File: src/hdl/csg_pkg.sv
// Shared types and constants for the circle span generator.
`default_nettype none
package csg_pkg;

  localparam int COORD_W     = 15;
  localparam int RADIUS_W    = 7;
  localparam int OUT_W       = 16;
  localparam int MAX_RADIUS  = 64;
  localparam int QUEUE_DEPTH = 2;

  typedef struct packed {
    logic [COORD_W-1:0]  cx;
    logic [COORD_W-1:0]  cy;
    logic [RADIUS_W-1:0] radius;
    logic                mode;
  } circle_t;

endpackage
`default_nettype wire

File: src/hdl/csg_front.sv
// Input stage: clamps the radius and drops zero-radius circles.
`default_nettype none
module csg_front
  import csg_pkg::*;
#(
  parameter int MaxRadius = MAX_RADIUS
) (
  input  wire logic                in_valid,
  output logic                     in_ready,
  input  wire logic [COORD_W-1:0]  center_x,
  input  wire logic [COORD_W-1:0]  center_y,
  input  wire logic [RADIUS_W-1:0] circle_radius,
  input  wire logic                hole_mode,
  input  wire logic                q_full,
  output logic                     push,
  output circle_t                  push_data
);

  localparam logic [RADIUS_W-1:0] RadLimit = RADIUS_W'(MaxRadius);

  logic [RADIUS_W-1:0] rad_sat;

  always_comb begin
    rad_sat = (circle_radius > RadLimit) ? RadLimit : circle_radius;
    in_ready = !q_full;
    push = in_valid && !q_full && (rad_sat != '0);
    push_data.cx = center_x;
    push_data.cy = center_y;
    push_data.radius = rad_sat;
    push_data.mode = hole_mode;
  end

endmodule
`default_nettype wire

File: src/hdl/csg_queue.sv
// Short circle queue between the front and back stages.
`default_nettype none
module csg_queue
  import csg_pkg::*;
(
  input  wire logic    clk,
  input  wire logic    rst,
  input  wire logic    push,
  input  wire circle_t push_data,
  input  wire logic    pop,
  output circle_t      pop_data,
  output logic         full,
  output logic         empty
);

  localparam int PTR_W = (QUEUE_DEPTH > 1) ? $clog2(QUEUE_DEPTH) : 1;
  localparam int CNT_W = $clog2(QUEUE_DEPTH + 1);
  localparam logic [CNT_W-1:0] DepthCnt = CNT_W'(QUEUE_DEPTH);
  localparam logic [PTR_W-1:0] LastPtr = PTR_W'(QUEUE_DEPTH - 1);

  circle_t          entries [QUEUE_DEPTH];
  logic [PTR_W-1:0] wr_ptr;
  logic [PTR_W-1:0] rd_ptr;
  logic [CNT_W-1:0] count;
  logic             do_push;
  logic             do_pop;

  assign full     = (count == DepthCnt);
  assign empty    = (count == '0);
  assign do_push  = push && !full;
  assign do_pop   = pop && !empty;
  assign pop_data = entries[rd_ptr];

  always_ff @(posedge clk) begin
    if (do_push) begin
      entries[wr_ptr] <= push_data;
    end
  end

  always_ff @(posedge clk) begin
    if (rst) begin
      wr_ptr <= '0;
      rd_ptr <= '0;
      count  <= '0;
    end else begin
      if (do_push) begin
        wr_ptr <= (wr_ptr == LastPtr) ? '0 : wr_ptr + 1'b1;
      end
      if (do_pop) begin
        rd_ptr <= (rd_ptr == LastPtr) ? '0 : rd_ptr + 1'b1;
      end
      if (do_push && !do_pop) begin
        count <= count + 1'b1;
      end else if (do_pop && !do_push) begin
        count <= count - 1'b1;
      end
    end
  end

endmodule
`default_nettype wire

File: src/hdl/csg_back.sv
// Row sequencer: per row, one multiply, a bit-serial square root, then output.
`default_nettype none
module csg_back
  import csg_pkg::*;
#(
  parameter int MaxRadius = MAX_RADIUS
) (
  input  wire logic              clk,
  input  wire logic              rst,
  input  wire logic              q_empty,
  input  wire circle_t           q_data,
  output logic                   q_pop,
  output logic                   out_valid,
  input  wire logic              out_ready,
  output logic [OUT_W-1:0]       upper_row,
  output logic [OUT_W-1:0]       lower_row,
  output logic                   lower_valid,
  output logic [OUT_W-1:0]       inner_left,
  output logic [OUT_W-1:0]       inner_right,
  output logic [OUT_W-1:0]       outer_left,
  output logic [OUT_W-1:0]       outer_right,
  output logic                   row_mode,
  output logic                   last_row
);

  localparam int ROOT_W = $clog2(MaxRadius + 1);
  localparam int ARG_W  = 2 * ROOT_W;
  localparam int CNT_W  = $clog2(ROOT_W + 1);
  localparam int PROD_W = 2 * RADIUS_W + 2;
  localparam logic [ARG_W-1:0] BitInit = ARG_W'(1) << (ARG_W - 2);
  localparam logic [CNT_W-1:0] StepsM1 = CNT_W'(ROOT_W - 1);

  localparam logic [1:0] ST_IDLE = 2'd0;
  localparam logic [1:0] ST_ARG  = 2'd1;
  localparam logic [1:0] ST_SQRT = 2'd2;
  localparam logic [1:0] ST_EMIT = 2'd3;

  logic [1:0]          state;
  circle_t             held;
  logic [RADIUS_W-1:0] dy;
  logic [ARG_W-1:0]    rem;
  logic [ARG_W-1:0]    root;
  logic [ARG_W-1:0]    sq_bit;
  logic [CNT_W-1:0]    step;

  logic [RADIUS_W:0]   twice_minus;
  logic [PROD_W-1:0]   product;
  logic [ARG_W:0]      trial;
  logic [OUT_W-1:0]    cx16;
  logic [OUT_W-1:0]    cy16;
  logic [OUT_W-1:0]    dy16;
  logic [OUT_W-1:0]    r16;
  logic [OUT_W-1:0]    dx16;
  logic                emit_go;

  always_comb begin
    twice_minus = {held.radius, 1'b0} - {1'b0, dy};
    product     = PROD_W'({1'b0, dy}) * PROD_W'(twice_minus);
    trial       = {1'b0, root} + {1'b0, sq_bit};
    cx16 = {held.cx[COORD_W-1], held.cx};
    cy16 = {held.cy[COORD_W-1], held.cy};
    dy16 = OUT_W'(dy);
    r16  = OUT_W'(held.radius);
    dx16 = OUT_W'(root[ROOT_W-1:0]);
    emit_go = (state == ST_EMIT) && (!out_valid || out_ready);
    q_pop = (state == ST_IDLE) && !q_empty;
  end

  always_ff @(posedge clk) begin
    if (rst) begin
      state     <= ST_IDLE;
      out_valid <= 1'b0;
    end else begin
      if (emit_go) begin
        out_valid <= 1'b1;
      end else if (out_ready) begin
        out_valid <= 1'b0;
      end
      case (state)
        ST_IDLE: begin
          if (!q_empty) begin
            state <= ST_ARG;
          end
        end
        ST_ARG:  state <= ST_SQRT;
        ST_SQRT: begin
          if (step == '0) begin
            state <= ST_EMIT;
          end
        end
        ST_EMIT: begin
          if (emit_go) begin
            state <= (dy == held.radius) ? ST_IDLE : ST_ARG;
          end
        end
        default: state <= ST_IDLE;
      endcase
    end
  end

  always_ff @(posedge clk) begin
    case (state)
      ST_IDLE: begin
        held <= q_data;
        dy   <= RADIUS_W'(1);
      end
      ST_ARG: begin
        rem    <= ARG_W'(product);
        root   <= '0;
        sq_bit <= BitInit;
        step   <= StepsM1;
      end
      ST_SQRT: begin
        if ({1'b0, rem} >= trial) begin
          rem  <= rem - trial[ARG_W-1:0];
          root <= (root >> 1) + sq_bit;
        end else begin
          root <= root >> 1;
        end
        sq_bit <= sq_bit >> 2;
        step   <= step - 1'b1;
      end
      ST_EMIT: begin
        if (emit_go) begin
          upper_row   <= cy16 + dy16 - r16;
          lower_row   <= cy16 - dy16 + r16;
          lower_valid <= (dy < held.radius);
          inner_left  <= cx16 - dx16;
          inner_right <= cx16 + dx16;
          outer_left  <= cx16 - r16;
          outer_right <= cx16 + r16;
          row_mode    <= held.mode;
          last_row    <= (dy == held.radius);
          dy          <= dy + 1'b1;
        end
      end
      default: ;
    endcase
  end

endmodule
`default_nettype wire

File: src/hdl/circle_span_generator_core.sv
// Circle span generator top level: front stage, circle queue, row sequencer.
//
// Input channel (in_valid/in_ready) takes one circle: center_x, center_y,
// circle_radius, hole_mode. Radii above MaxRadius clamp to MaxRadius; a zero
// radius is accepted and produces nothing.
// Output channel (out_valid/out_ready) gives one row record per dy = 1..r,
// in order, with last_row set on the final record of each circle.
// Each row runs a multiply step, a bit-serial square root of one result
// bit per cycle, and an output load; each circle is first pulled from the
// queue. The square-root unit sets the rate.
// A two-entry queue lets the input take up to two further circles while
// the sequencer works or the output stalls; in_ready drops when it fills.
// When the receiver holds out_ready low, the record stays in the output
// register and the sequencer waits before loading the next one.
// Reset (rst, synchronous) empties the queue, idles the sequencer and
// clears out_valid.
`default_nettype none
module circle_span_generator_core
  import csg_pkg::*;
#(
  parameter int MaxRadius = MAX_RADIUS
) (
  input  wire logic                clk,
  input  wire logic                rst,
  input  wire logic                in_valid,
  output logic                     in_ready,
  input  wire logic [COORD_W-1:0]  center_x,
  input  wire logic [COORD_W-1:0]  center_y,
  input  wire logic [RADIUS_W-1:0] circle_radius,
  input  wire logic                hole_mode,
  output logic                     out_valid,
  input  wire logic                out_ready,
  output logic [OUT_W-1:0]         upper_row,
  output logic [OUT_W-1:0]         lower_row,
  output logic                     lower_valid,
  output logic [OUT_W-1:0]         inner_left,
  output logic [OUT_W-1:0]         inner_right,
  output logic [OUT_W-1:0]         outer_left,
  output logic [OUT_W-1:0]         outer_right,
  output logic                     row_mode,
  output logic                     last_row
);

  circle_t push_data;
  circle_t pop_data;
  logic    push;
  logic    pop;
  logic    q_full;
  logic    q_empty;

  csg_front #(.MaxRadius(MaxRadius)) u_front (
    .in_valid      (in_valid),
    .in_ready      (in_ready),
    .center_x      (center_x),
    .center_y      (center_y),
    .circle_radius (circle_radius),
    .hole_mode     (hole_mode),
    .q_full        (q_full),
    .push          (push),
    .push_data     (push_data)
  );

  csg_queue u_queue (
    .clk       (clk),
    .rst       (rst),
    .push      (push),
    .push_data (push_data),
    .pop       (pop),
    .pop_data  (pop_data),
    .full      (q_full),
    .empty     (q_empty)
  );

  csg_back #(.MaxRadius(MaxRadius)) u_back (
    .clk         (clk),
    .rst         (rst),
    .q_empty     (q_empty),
    .q_data      (pop_data),
    .q_pop       (pop),
    .out_valid   (out_valid),
    .out_ready   (out_ready),
    .upper_row   (upper_row),
    .lower_row   (lower_row),
    .lower_valid (lower_valid),
    .inner_left  (inner_left),
    .inner_right (inner_right),
    .outer_left  (outer_left),
    .outer_right (outer_right),
    .row_mode    (row_mode),
    .last_row    (last_row)
  );

  a_last_no_lower: assert property (@(posedge clk) disable iff (rst)
    out_valid && last_row |-> !lower_valid)
    else $error("last row record flags a mirrored row");

  a_queue_state: assert property (@(posedge clk) disable iff (rst)
    !(q_full && q_empty))
    else $error("queue reports full and empty together");

  a_no_pop_empty: assert property (@(posedge clk) disable iff (rst)
    pop |-> !q_empty)
    else $error("sequencer pulls from an empty queue");

  a_reset_idle: assert property (@(posedge clk)
    rst |=> !out_valid)
    else $error("output valid after reset");

endmodule
`default_nettype wire
File: config.mk
export PLATFORM = sky130hd
export DESIGN_NAME = circle_span_generator_core
export DESIGN_NICKNAME = d
export VERILOG_FILES = /design/src/hdl/csg_pkg.sv /design/src/hdl/csg_front.sv /design/src/hdl/csg_queue.sv /design/src/hdl/csg_back.sv /design/src/hdl/circle_span_generator_core.sv
export SDC_FILE = /design/constraint.sdc
export NUM_CORES = 1
export LEC_CHECK = 0
export BUFFER_PORTS_ARGS = -buffer_cell sky130_fd_sc_hd__buf_2
export CORE_ASPECT_RATIO = 2
export CORE_UTILIZATION = 27
export CTS_CLUSTER_SIZE = 12
export DETAILED_ROUTE_END_ITERATION = 10
export PLACE_DENSITY = 0.42
export SLEW_MARGIN = 10
export SYNTH_ARGS = -nofsm -noshare
export SYNTH_HDL_FRONTEND = slang
export SYNTH_HIERARCHICAL = 1
export SYNTH_SLANG_ARGS = --single-unit
File: constraint.sdc
create_clock -name clk -period 7.3 [get_ports clk]
set_clock_uncertainty 0.1 [all_clocks]
set_input_delay 0.73 -clock clk [delete_from_list [all_inputs] [get_ports clk]]
set_output_delay 0.73 -clock clk [all_outputs]
set_load 0.01 [all_outputs]
# Word level (Yosys, flattened, before mapping)
# Memories as Yosys holds them, arrays and structs flattened. A register that Yosys moved wholly into a read port is not among the register bits.
# Index checks and enable logic that the tools add are counted.
# totals
regBits	158
mem_bits_rw	76
input_bits	42
memories	1
# op_classes
addsub	18
mul	1
magnitude_cmp	3
n_eq_ne	9
muxes	22
reduce_logical	26
# memory_table
name	words	word_bits	read_ports	rd_ports_with_merged_regs	wr	line_no	source
u_queue.entries	2	38	1	1	1	csg_queue.sv:21	circle_t entries [QUEUE_DEPTH];
# op_table
op	count
$pmux 14 s2	3
$add 15x8->16	3
$sub 15x8->16	3
$mux 14	2
$add 16x7->16	1
$sub 16x7->16	1
$add 14x14->15	1
$ge 14x15->1	1
$add 13x14->14	1
$mul 7x8->14	1
$mux 7	2
$pmux 7 s2	1
$sub 14x14->14	1
$mux 2	5
$logic_and 1x1->1	8
$pmux 2 s4	1
$reduce_bool 2->1	4
$sub 8x7->8	1
$add 7x1->7 const B	1
$eq 7x7->1	1
$gt 7x7->1 const B	1
$lt 7x7->1	1
$mux 1	7
$reduce_bool 7->1	1
other kinds (15)	27

# Longest topological paths before layout
# Gate-level depths: netlist of the first run.
# logic_depth
depth_word	9
ltp_mapped	24
ltp_nobuf	23

# Cells and area by module
# The synthesis of the first run kept the hierarchy.
# by_module_without_submodules
module	n_inst	cells_each	area_per_inst_um2	seq_area_each_um2
csg_back	1	1163	12847.3	5465.2
csg_queue	1	143	2955.3	2382.3
csg_front	1	43	321.6	0.0

# Worst setup path after synthesis of the first run
# No wires, ideal clock.
# synth_path
path_kind	reg-to-reg
from	register u_back.dy[2]
to	register u_back.rem[13], data pin
t_arrival_ps	5661
required_ps	6939
setup_slack_ps	1278
path_stages_with_launch	23
path_buffers	1
period_less_slack_ps	6022
cell_sequence	edfxtp_1 clkbuf_1 inv_1 ha_1 a21o_1 a21oi_1 o21bai_1 a21oi_1 xnor2_1 and2_1 fa_1 fa_1 fa_1 inv_1 fa_1 inv_1 ha_1 or3_1 o211a_1 o311a_1 o21ai_0 nor2_1 a221o_1
# synth_via
elab_chain_cells	3
# synth_lines
element	line_no	source
from (decl)	csg_back.sv:40	logic [RADIUS_W-1:0] dy;
from (signal assigned)	csg_back.sv:134	dy <= dy + 1'b1;
$sub 8x7->8	csg_back.sv:57	twice_minus = {held.radius, 1'b0} - {1'b0, dy};
$mul 7x8->14 *	csg_back.sv:58	product = PROD_W'({1'b0, dy}) * PROD_W'(twice_minus);
$pmux 14 s2 *	csg_back.sv:102	case (state)
to (signal assigned)	csg_back.sv:108	rem <= ARG_W'(product);
to (signal assigned)	csg_back.sv:115	rem <= rem - trial[ARG_W-1:0];
to (decl)	csg_back.sv:41	logic [ARG_W-1:0] rem;
# Every way passes the cells marked *; elsewhere a longest branch is shown, timed or not.
# A chain may end at the register's enable or synchronous reset.

# Final worst setup path of the first run
# layout_path
from	register u_back/held[1] (netlist name)
to	register u_back.rem[13], data pin
# layout_via
elab_chain_cells	3
# layout_lines
element	line_no
$sub 8x7->8	csg_back.sv:57
$mul 7x8->14	csg_back.sv:58
$pmux 14 s2	csg_back.sv:102
# No other way between the ends.

==> results of run 1 <==
-- cells in the mapped netlist (all sizes together) (3+ instances only) --
cell,instances
buf,41
o21ai,51
o41ai,5
nand2,49
o21bai,18
dfxtp,8
or2,3
edfxtp,256
nor2,91
a31oi,14
xor2,45
and2,45
o31a,4
xnor2,77
a21oi,54
or4,3
o211ai,6
o21ba,4
a21o,15
a211oi,18
nand2b,13
o21a,18
o31ai,7
clkbuf,22
nor3,31
and2b,6
mux2i,5
a21boi,6
and3,3
nand4,8
ha,136
nor2b,23
mux2,40
nand3,12
fa,48
nor4,4
or3,15
inv,126
-- final timing paths --
kind	from	endpoint	slack, ns
worst max-delay path	u_back/held[1]	u_back/rem[13]	0.73
worst min-delay path	center_x[7]	u_queue/entries[1][30]	0.23
worst max register to register	u_back/held[1]	u_back/rem[13]	0.73
worst min register to register	u_back/held[0]	u_back/row_mode	0.38
-- area by class of cell --
class / count / area share
Multi-Input combinational cell: 896 / 0.405
Inverter: 126 / 0.0258
Sequential cell: 264 / 0.428
Tap cell: 768 / 0.0524
Timing Repair Buffer: 155 / 0.0440
Clock buffer: 37 / 0.0412
Clock inverter: 8 / 0.00382
-- flip-flops by register name (all words and copies together), names as in the netlist, 2 cells and up, named ones only --
signal / cells
u_back/outer_left: 16
u_back/cy16: 15
u_back/upper_row: 16
u_back/lower_row: 16
u_back/root: 14
u_back/sq_bit: 7
u_back/state: 2
u_back/rem: 14
u_back/dy: 7
u_back/outer_right: 15
u_queue/entries: 76
u_back/cx16: 15
u_back/inner_left: 16
u_queue/count: 2
u_back/inner_right: 15
u_back/step: 3
u_back/held: 8
-- cells by family (layout without fill, tap and decap cells) --
family / after synthesis / count (layout) / synth area share
AOI/OAI and AO/OA: 236 / 236 / 0.101
xor gates and xnor gates: 122 / 122 / 0.0663
adders and majority gates: 184 / 184 / 0.165
buffers and inverters: 189 / 326 / 0.0529
DFF: 264 / 264 / 0.487
muxes: 45 / 45 / 0.0313
and+or+nand+nor: 309 / 309 / 0.0970
-- placed cells by master, fill, tap and decap left out, drive strengths merged, types with 8 or more instances in the layout --
cell and n:
edfxtp 256, buf 155, ha 136, inv 126, nor2 91, xnor2 77
a21oi 54, o21ai 51, nand2 49, fa 48, xor2 45, and2 45
mux2 40, clkbuf 37, nor3 31, nor2b 23, o21a 18, o21bai 18
a211oi 18, or3 15, a21o 15, a31oi 14, nand2b 13, nand3 12
nand4 8, dfxtp 8, clkinv 8
-- stage by stage --
step / hold WS [ns] / utilization / cell area (µm²) / instances
CTS: 0.187 / 0.311 / 18400 / 2254
global route: 0.194 / 0.311 / 18400 / 2254
finish: 0.231 / 0.311 / 18400 / 2254
detailed placement: 0.325 / 0.297 / 17500 / 2209
floorplan: 0.300 / - / 16100 / 1349
global placement: 0.341 / 0.297 / 17500 / 2209
-- critical path, cell delays in order, from the launching register on --
cell and delay [ns]:
edfxtp_1 0.62, inv_1 0.12, fa_1 0.50, inv_1 0.09, a21o_1 0.10, a21oi_1 0.09, o21bai_1 0.16, a21oi_1 0.11
xnor2_1 0.42, and2_1 0.22, fa_1 0.43, fa_1 0.47, fa_1 0.54, inv_1 0.05, fa_1 0.53, inv_1 0.04
ha_1 0.23, or3_1 0.38, o211a_1 0.25, o311a_1 0.35, o21ai_0 0.18, nor2_1 0.06, a221o_1 0.26
-- per-layer routing --
metal	part of all wire	up-vias
li1	-	4978
met1	0.37	5064
met2	0.57	188
met3	0.030	52
met4	0.027	0
met5	0	-
==> flow_summary.toml, run 1 <==
[setup_path]
reg2reg_depth = 22
arrival_ns = 6.78
cp_max_fo = 7
crit_type = "register to register"
cp-start-kind = "register"
endpoint_kind = "register"
critPathRequiredTime_ns = 7.51

[global_route]
grtUsageMet2 = 0.288
antenna_found_initial = 0
track_usage = 0.142
gr-total-overflow = 0
grt_pass1_wl_mm = 65.8
busiest_layer = "met2"
use_met1 = 0.149
grt_max_degree = 73
grt_util_met3 = 0.0137
grt_pass1_vias = 11100

[detailed_routing]
postRouteAntennaNets = 0
routed_wl_mm = 42.8
via_per_inst = 4.56
drtPass1Iterations = 5
drtIter0Drc = 446
wire_per_inst_um = 19.0
drc = 0
num_vias = 10300

[cells_and_area]
area_growth_pct = 13.8
seq_area_um2 = 7850
drive_above_1_share = 0.176
diodes = 0
nFillCells = 6125
multi_input_comb_area_um2 = 7430
nNetsFinal = 1697

[yosys]
ys_ff_latch = 264
synth_area_per_cell_um2 = 12.0
synth.yosys.seq_area_share = 0.487
yosysTopAreaCellShare = 0.477
synth_top_cell_by_area = "edfxtp_1"
synth_ff_type = "edfxtp_1"
synth_warnings = 6
async_reset_ff_frac = 0
synth_edf_count = 256
synth_area_um2 = 16100
syn_inst = 1349
synth_area_leaders = "edfxtp_1 48%, ha_1 11%, fa_1 6.0%"
yosysUniqueCellTypes = 67
synth_nets = 1575

[cts]
cts_hold_buf = 0
htreeDepth = 1
cts_resized = 0
cts_inserted_buffers = 28
post_cts_buffers = 0
cts_tree = "yes"
cts_root_buf = "clkbuf_16"
cts_buffer_depth = 3
clkTransAtPathRegs_ns = 0.06
cts.sinks = 264
clk_latency_ns = 0.59

[timing]
worst_pin_slew_ns = 1.07
grt_setup_unrepaired = "no"
slew_headroom = 0.284
fin_setup_tns_ns = 0
fmax_ghz = 0.152
timing.final.ws_setup_ns = 0.731
drv_slew = 0
hold_viol = 0
setup_viol = 0
post-route-min-period_ns = 6.57
period_share = 0.900

[min_path]
hold_path.class = "primary input to register"
hold_depth = 1

[place]
gp_congestion = 0.815
dp.final_hpwl_mm = 33.6
pre_cts_slack_ns = 0.741
port_buffers = 142

[floorplanning]
ioPinCount = 143
start_util = 0.273
core_area_um2 = 59000
row_count = 126
die-width_um = 175
die_height_um = 348
dieArea_um2 = 60800

[job]
max-cap-violations = 0

[outcome]
status = "finished clean"
Power of run 1 is left out: the tool's default activity adds up to more than one toggle a clock period on the data nets, which glitch-free logic cannot reach.
==> run 2: changes to the inputs <==
Settings changed: BUFFER_PORTS_ARGS -buffer_cell sky130_fd_sc_hd__buf_2 to unset, DONT_BUFFER_PORTS set to 1, PLACE_DENSITY 0.42 to 0.4.
==> run 2 against run 1 <==
Cell count shrank 6.4%. Critical path depth shrank 3. Maximum frequency grew 1.5%. Register-to-register slack gained 0.097 ns. Flip-flop and latch count is the same. Count of clock-buffer cells in the layout shrank 3. First-iteration DRC count shrank 24%. Via count shrank 5.1%. Non-clock buffer count shrank 144.
==> flow_summary.toml, run 2 (same netlist as run 1, synthesis figures left out) <==
[cts]
cts_hold_buf = 0
htreeDepth = 1
clk_latency_ns = 0.59
cts_buffer_depth = 3
cts_tree = "yes"
cts.sinks = 264
post_cts_buffers = 0
cts_resized = 0
cts_inserted_buffers = 29
clkTransAtPathRegs_ns = 0.06
cts_root_buf = "clkbuf_16"

[place]
dp.final_hpwl_mm = 33.9
gp_congestion = 0.900
port_buffers = 0

[cells_and_area]
largest_register_ffs = 76
seq_area_um2 = 7850
multi_input_comb_area_um2 = 7430
mostFrequentLayoutCell = "edfxtp_1"
final_cell_mix = "256 x edfxtp_1, 135 x ha_1, 126 x inv_1"
nNetsFinal = 1554
nFillCells = 6114
area_growth_pct = 9.78
diodes = 0
drive_above_1_share = 0.0902
regMostFlops = "u_queue/entries"

[job]
max-cap-violations = 0

[setup_path]
max_stage_delay_ns = 0.64
endpoint_kind = "register"
arrival_ns = 6.72
worst_path_most_repeated_cell = "fa_1"
crit_path_top_delay_cell = "edfxtp_1"
setup.worst_path.start = "u_back/dy[4]"
crit_type = "register to register"
critical_path.cell_chain = "inv_1, ha_1, o2111a_1, nor3_1, xnor2_1, and2_1, fa_1, fa_1, fa_1, inv_1, fa_1, inv_1, ha_1, or3_1, o211a_1, o311a_1, o21ai_0, nor2_1, a221o_1"
cp_max_fo = 10
rr_startpoint = "u_back/dy[4]"
critical_path.top_delay_family = "adder cells"
cp-start-kind = "register"
critPathRequiredTime_ns = 7.54
crit_buf_inv = 3

[global_route]
track_usage = 0.142
grt_pass1_vias = 10500
grt_max_degree = 63
grtUsageMet2 = 0.285
antenna_found_initial = 0
grt_util_met3 = 0.0193
use_met1 = 0.142
grt_pass1_wl_mm = 64.3
gr-total-overflow = 0
busiest_layer = "met2"

[floorplanning]
row_count = 126
dieArea_um2 = 60800
ioPinCount = 143
die_height_um = 348
core_area_um2 = 59000
start_util = 0.273
die-width_um = 175

[detailed_routing]
routed_wl_mm = 43.1
drtIter0Drc = 339
drc = 0
num_vias = 9754
via_per_inst = 4.62
postRouteAntennaNets = 0
wire_per_inst_um = 20.4
drtPass1Iterations = 5

[outcome]
status = "finished clean"

[timing]
drv_slew = 0
worst_pin_slew_ns = 1.10
period_share = 0.887
grt_setup_unrepaired = "no"
fin_setup_tns_ns = 0
setup_viol = 0
hold_viol = 0
fmax_ghz = 0.155
slew_headroom = 0.267
post-route-min-period_ns = 6.47

[min_path]
hold_path.class = "primary input to register"
min_from = "rst"
-- run 2: changes by cell type in the layout (fill, tap and decap cells not counted) --
cell / change
buf_4: -2
inv_6: +1
inv_16: +1
buf_2: -142
clkbuf_1: -3
bufinv_16: +3
clkinv_2: -2
clkinvlp_4: +1
clkinv_16: -1
-- run 2: per-stage QoR --
stage | hold WS (ns) | cell area [µm²] | util | worst slack [ns] | cells
after floorplan | 0.300 | 16100 | - | 1.28 | 1349
after global placement | 0.335 | 16800 | 0.285 | 0.886 | 2065
after detailed placement | 0.311 | 16800 | 0.285 | 0.780 | 2065
after CTS | 0.0857 | 17700 | 0.300 | 0.803 | 2110
after global routing | 0.0908 | 17700 | 0.300 | 0.410 | 2110
final | 0.121 | 17700 | 0.300 | 0.827 | 2110
-- run 2: cell type report --
class | count | area share
clock buffers | 34 | 0.0421
repair buffers | 11 | 0.00467
clock inverters | 11 | 0.00884
multi-input cells | 896 | 0.420
flip-flops and latches | 264 | 0.443
inverters | 126 | 0.0267
well taps | 768 | 0.0543
-- run 2: worst paths after layout --
path,depth (start not counted),slack [ns],endpoint
hold reg to reg,0,0.36,u_back/row_mode
setup / recovery,19,0.83,u_back/rem[13]
setup reg to reg,19,0.83,u_back/rem[13]
hold / removal,1,0.12,register
-- run 2: layer usage --
layer / wire length, µm / vias up / share of wire
li1: - / 4707 / -
met1: 15800 / 4755 / 0.37
met2: 24100 / 222 / 0.56
met3: 1540 / 70 / 0.036
met4: 1730 / 0 / 0.040
met5: 0 / - / 0
Power of run 2 is left out for the same reason.
==> run 3: changes to the inputs <==
Settings changed: CORE_UTILIZATION 27 to 45, PLACE_DENSITY 0.4 to 0.6.
==> run 3 against run 2 <==
Cell count fell by 16%. Highest routed layer is now met5. Design area down 3.4%. Die area fell by 40%. Via count down 0.25%. Maximum frequency decreased by 1.7%. Sequential share of layout area is 1.5 points higher. Wire length decreased by 11%. Flip-flop and latch count unchanged. Critical path type unchanged. Register-to-register slack worse by 0.11 ns. First-iteration DRC count up 7.1%. Count of clock-buffer cells in the layout unchanged.
==> flow_summary.toml, run 3 (same netlist as run 1, synthesis figures left out) <==
[outcome]
status = "finished clean"

[detailed_routing]
drtIter0Drc = 363
drtPass1Iterations = 5
routed_wl_mm = 38.5
wire_per_inst_um = 21.6
postRouteAntennaNets = 0
via_per_inst = 5.47
num_vias = 9730
drc = 0

[timing]
post-route-min-period_ns = 6.58
grt_setup_unrepaired = "no"
fin_setup_tns_ns = 0
worst_pin_slew_ns = 1.13
slew_headroom = 0.250
setup_viol = 0
hold_slack_ns = 0.140
drv_slew = 0
period_share = 0.902
fmax_ghz = 0.152
hold_viol = 0

[setup_path]
crit_cells = 20
cp_max_fo = 10
reg2reg_depth = 20
endpoint = "u_back/rem[13]"
crit_type = "register to register"
critical_path.cell_chain = "inv_1, ha_1, nor2b_1, o2111a_1, nor3_1, xnor2_1, and2_1, fa_1, fa_1, fa_1, inv_1, fa_1, inv_1, ha_1, or3_1, o211a_1, o311a_1, o21ai_0, nor2_1, a221o_1"
max_stage_delay_ns = 0.60
cp-start-kind = "register"
crit_path_top_delay_cell = "edfxtp_1"
arrival_ns = 6.79
worst_path_most_repeated_cell = "fa_1"
crit_buf_inv = 3
critPathRequiredTime_ns = 7.50
endpoint_kind = "register"
rr_startpoint = "u_back/dy[1]"
r2r_end = "u_back/rem[13]"
critical_path.top_delay_family = "adder cells"
r2r_setup_slack_ns = 0.72
setup.worst_path.start = "u_back/dy[1]"

[place]
placed_cells = 1742
port_buffers = 0
gp_congestion = 0.944
dp.final_hpwl_mm = 30.0

[cells_and_area]
regMostFlops = "u_queue/entries"
nFillCells = 3189
post-route-util = 0.486
layoutNonFillerInstCount = 1780
mostFrequentLayoutCell = "edfxtp_1"
largest_register_ffs = 76
diodes = 0
nNetsFinal = 1551
area_growth_pct = 6.09
final_cell_mix = "256 x edfxtp_1, 135 x ha_1, 126 x inv_1"
drive_above_1_share = 0.0839

[cts]
cts_resized = 0
cts_root_buf = "clkbuf_16"
clk_latency_ns = 0.56
post_cts_buffers = 0
cts_buffer_depth = 3
clkTransAtPathRegs_ns = 0.07
htreeDepth = 1
cts_tree = "yes"
cts.sinks = 264
cts_inserted_buffers = 26
cts_hold_buf = 0

[global_route]
gr-total-overflow = 0
track_usage = 0.217
grt_pass1_wl_mm = 59.1
antenna_found_initial = 1
grt_max_degree = 82
grt_pass1_vias = 10500

[min_path]
hold_depth = 1
hold_path.class = "primary input to register"

[floorplanning]
die_height_um = 270
row_count = 97
die-width_um = 136
dieArea_um2 = 36600
core_area_um2 = 35200
start_util = 0.458
ioPinCount = 143

[job]
max-cap-violations = 0
## run 3: routing by layer
| layer | track usage | up-vias | wire length [µm] |
|---|---|---|---|
| li1 | - | 4687 | - |
| met1 | 0.207 | 4695 | 12900 |
| met2 | 0.424 | 232 | 21900 |
| met3 | 0.0282 | 114 | 1290 |
| met4 | 0.128 | 2 | 2340 |
| met5 | 0 | - | 17 |
## run 3: area by class of cell
type	instances	area (µm²)	share of cell area
Sequential cell	264	7850	0.459
Multi-Input combinational cell	896	7430	0.435
Clock buffer	34	681	0.0398
Tap cell	445	557	0.0325
Inverter	126	473	0.0276
Timing Repair Buffer	11	82.6	0.00483
Clock inverter	4	30.0	0.00176
## run 3: worst register-to-register path: stages (launching register included)
cell and delay (ns):
edfxtp_1 0.60, inv_1 0.24, ha_1 0.34, nor2b_1 0.18
o2111a_1 0.22, nor3_1 0.07, xnor2_1 0.51, and2_1 0.24
fa_1 0.43, fa_1 0.49, fa_1 0.55, inv_1 0.05
fa_1 0.52, inv_1 0.04, ha_1 0.23, or3_1 0.39
o211a_1 0.26, o311a_1 0.35, o21ai_0 0.17, nor2_1 0.05
a221o_1 0.26
## run 3: through the flow
| stage | cell area, µm² | worst slack (ns) |
|---|---|---|
| floorplan | 16100 | 1.28 |
| CTS | 17100 | 0.727 |
| global placement | 16400 | 0.903 |
| finish | 17100 | 0.716 |
| global route | 17100 | 0.284 |
| detailed placement | 16400 | 0.745 |
## run 3: worst min path at each step
stage | start | endpoint | slack [ns]
floorplan | u_back/held[0] | u_back/row_mode | 0.30
global placement | u_back/held[0] | u_back/row_mode | 0.33
detailed placement | u_back/held[0] | u_back/row_mode | 0.32
CTS | rst | u_queue/count[0] | 0.11
global route | rst | register | 0.12
finish | rst | register | 0.14
Power of run 3 is left out for the same reason.
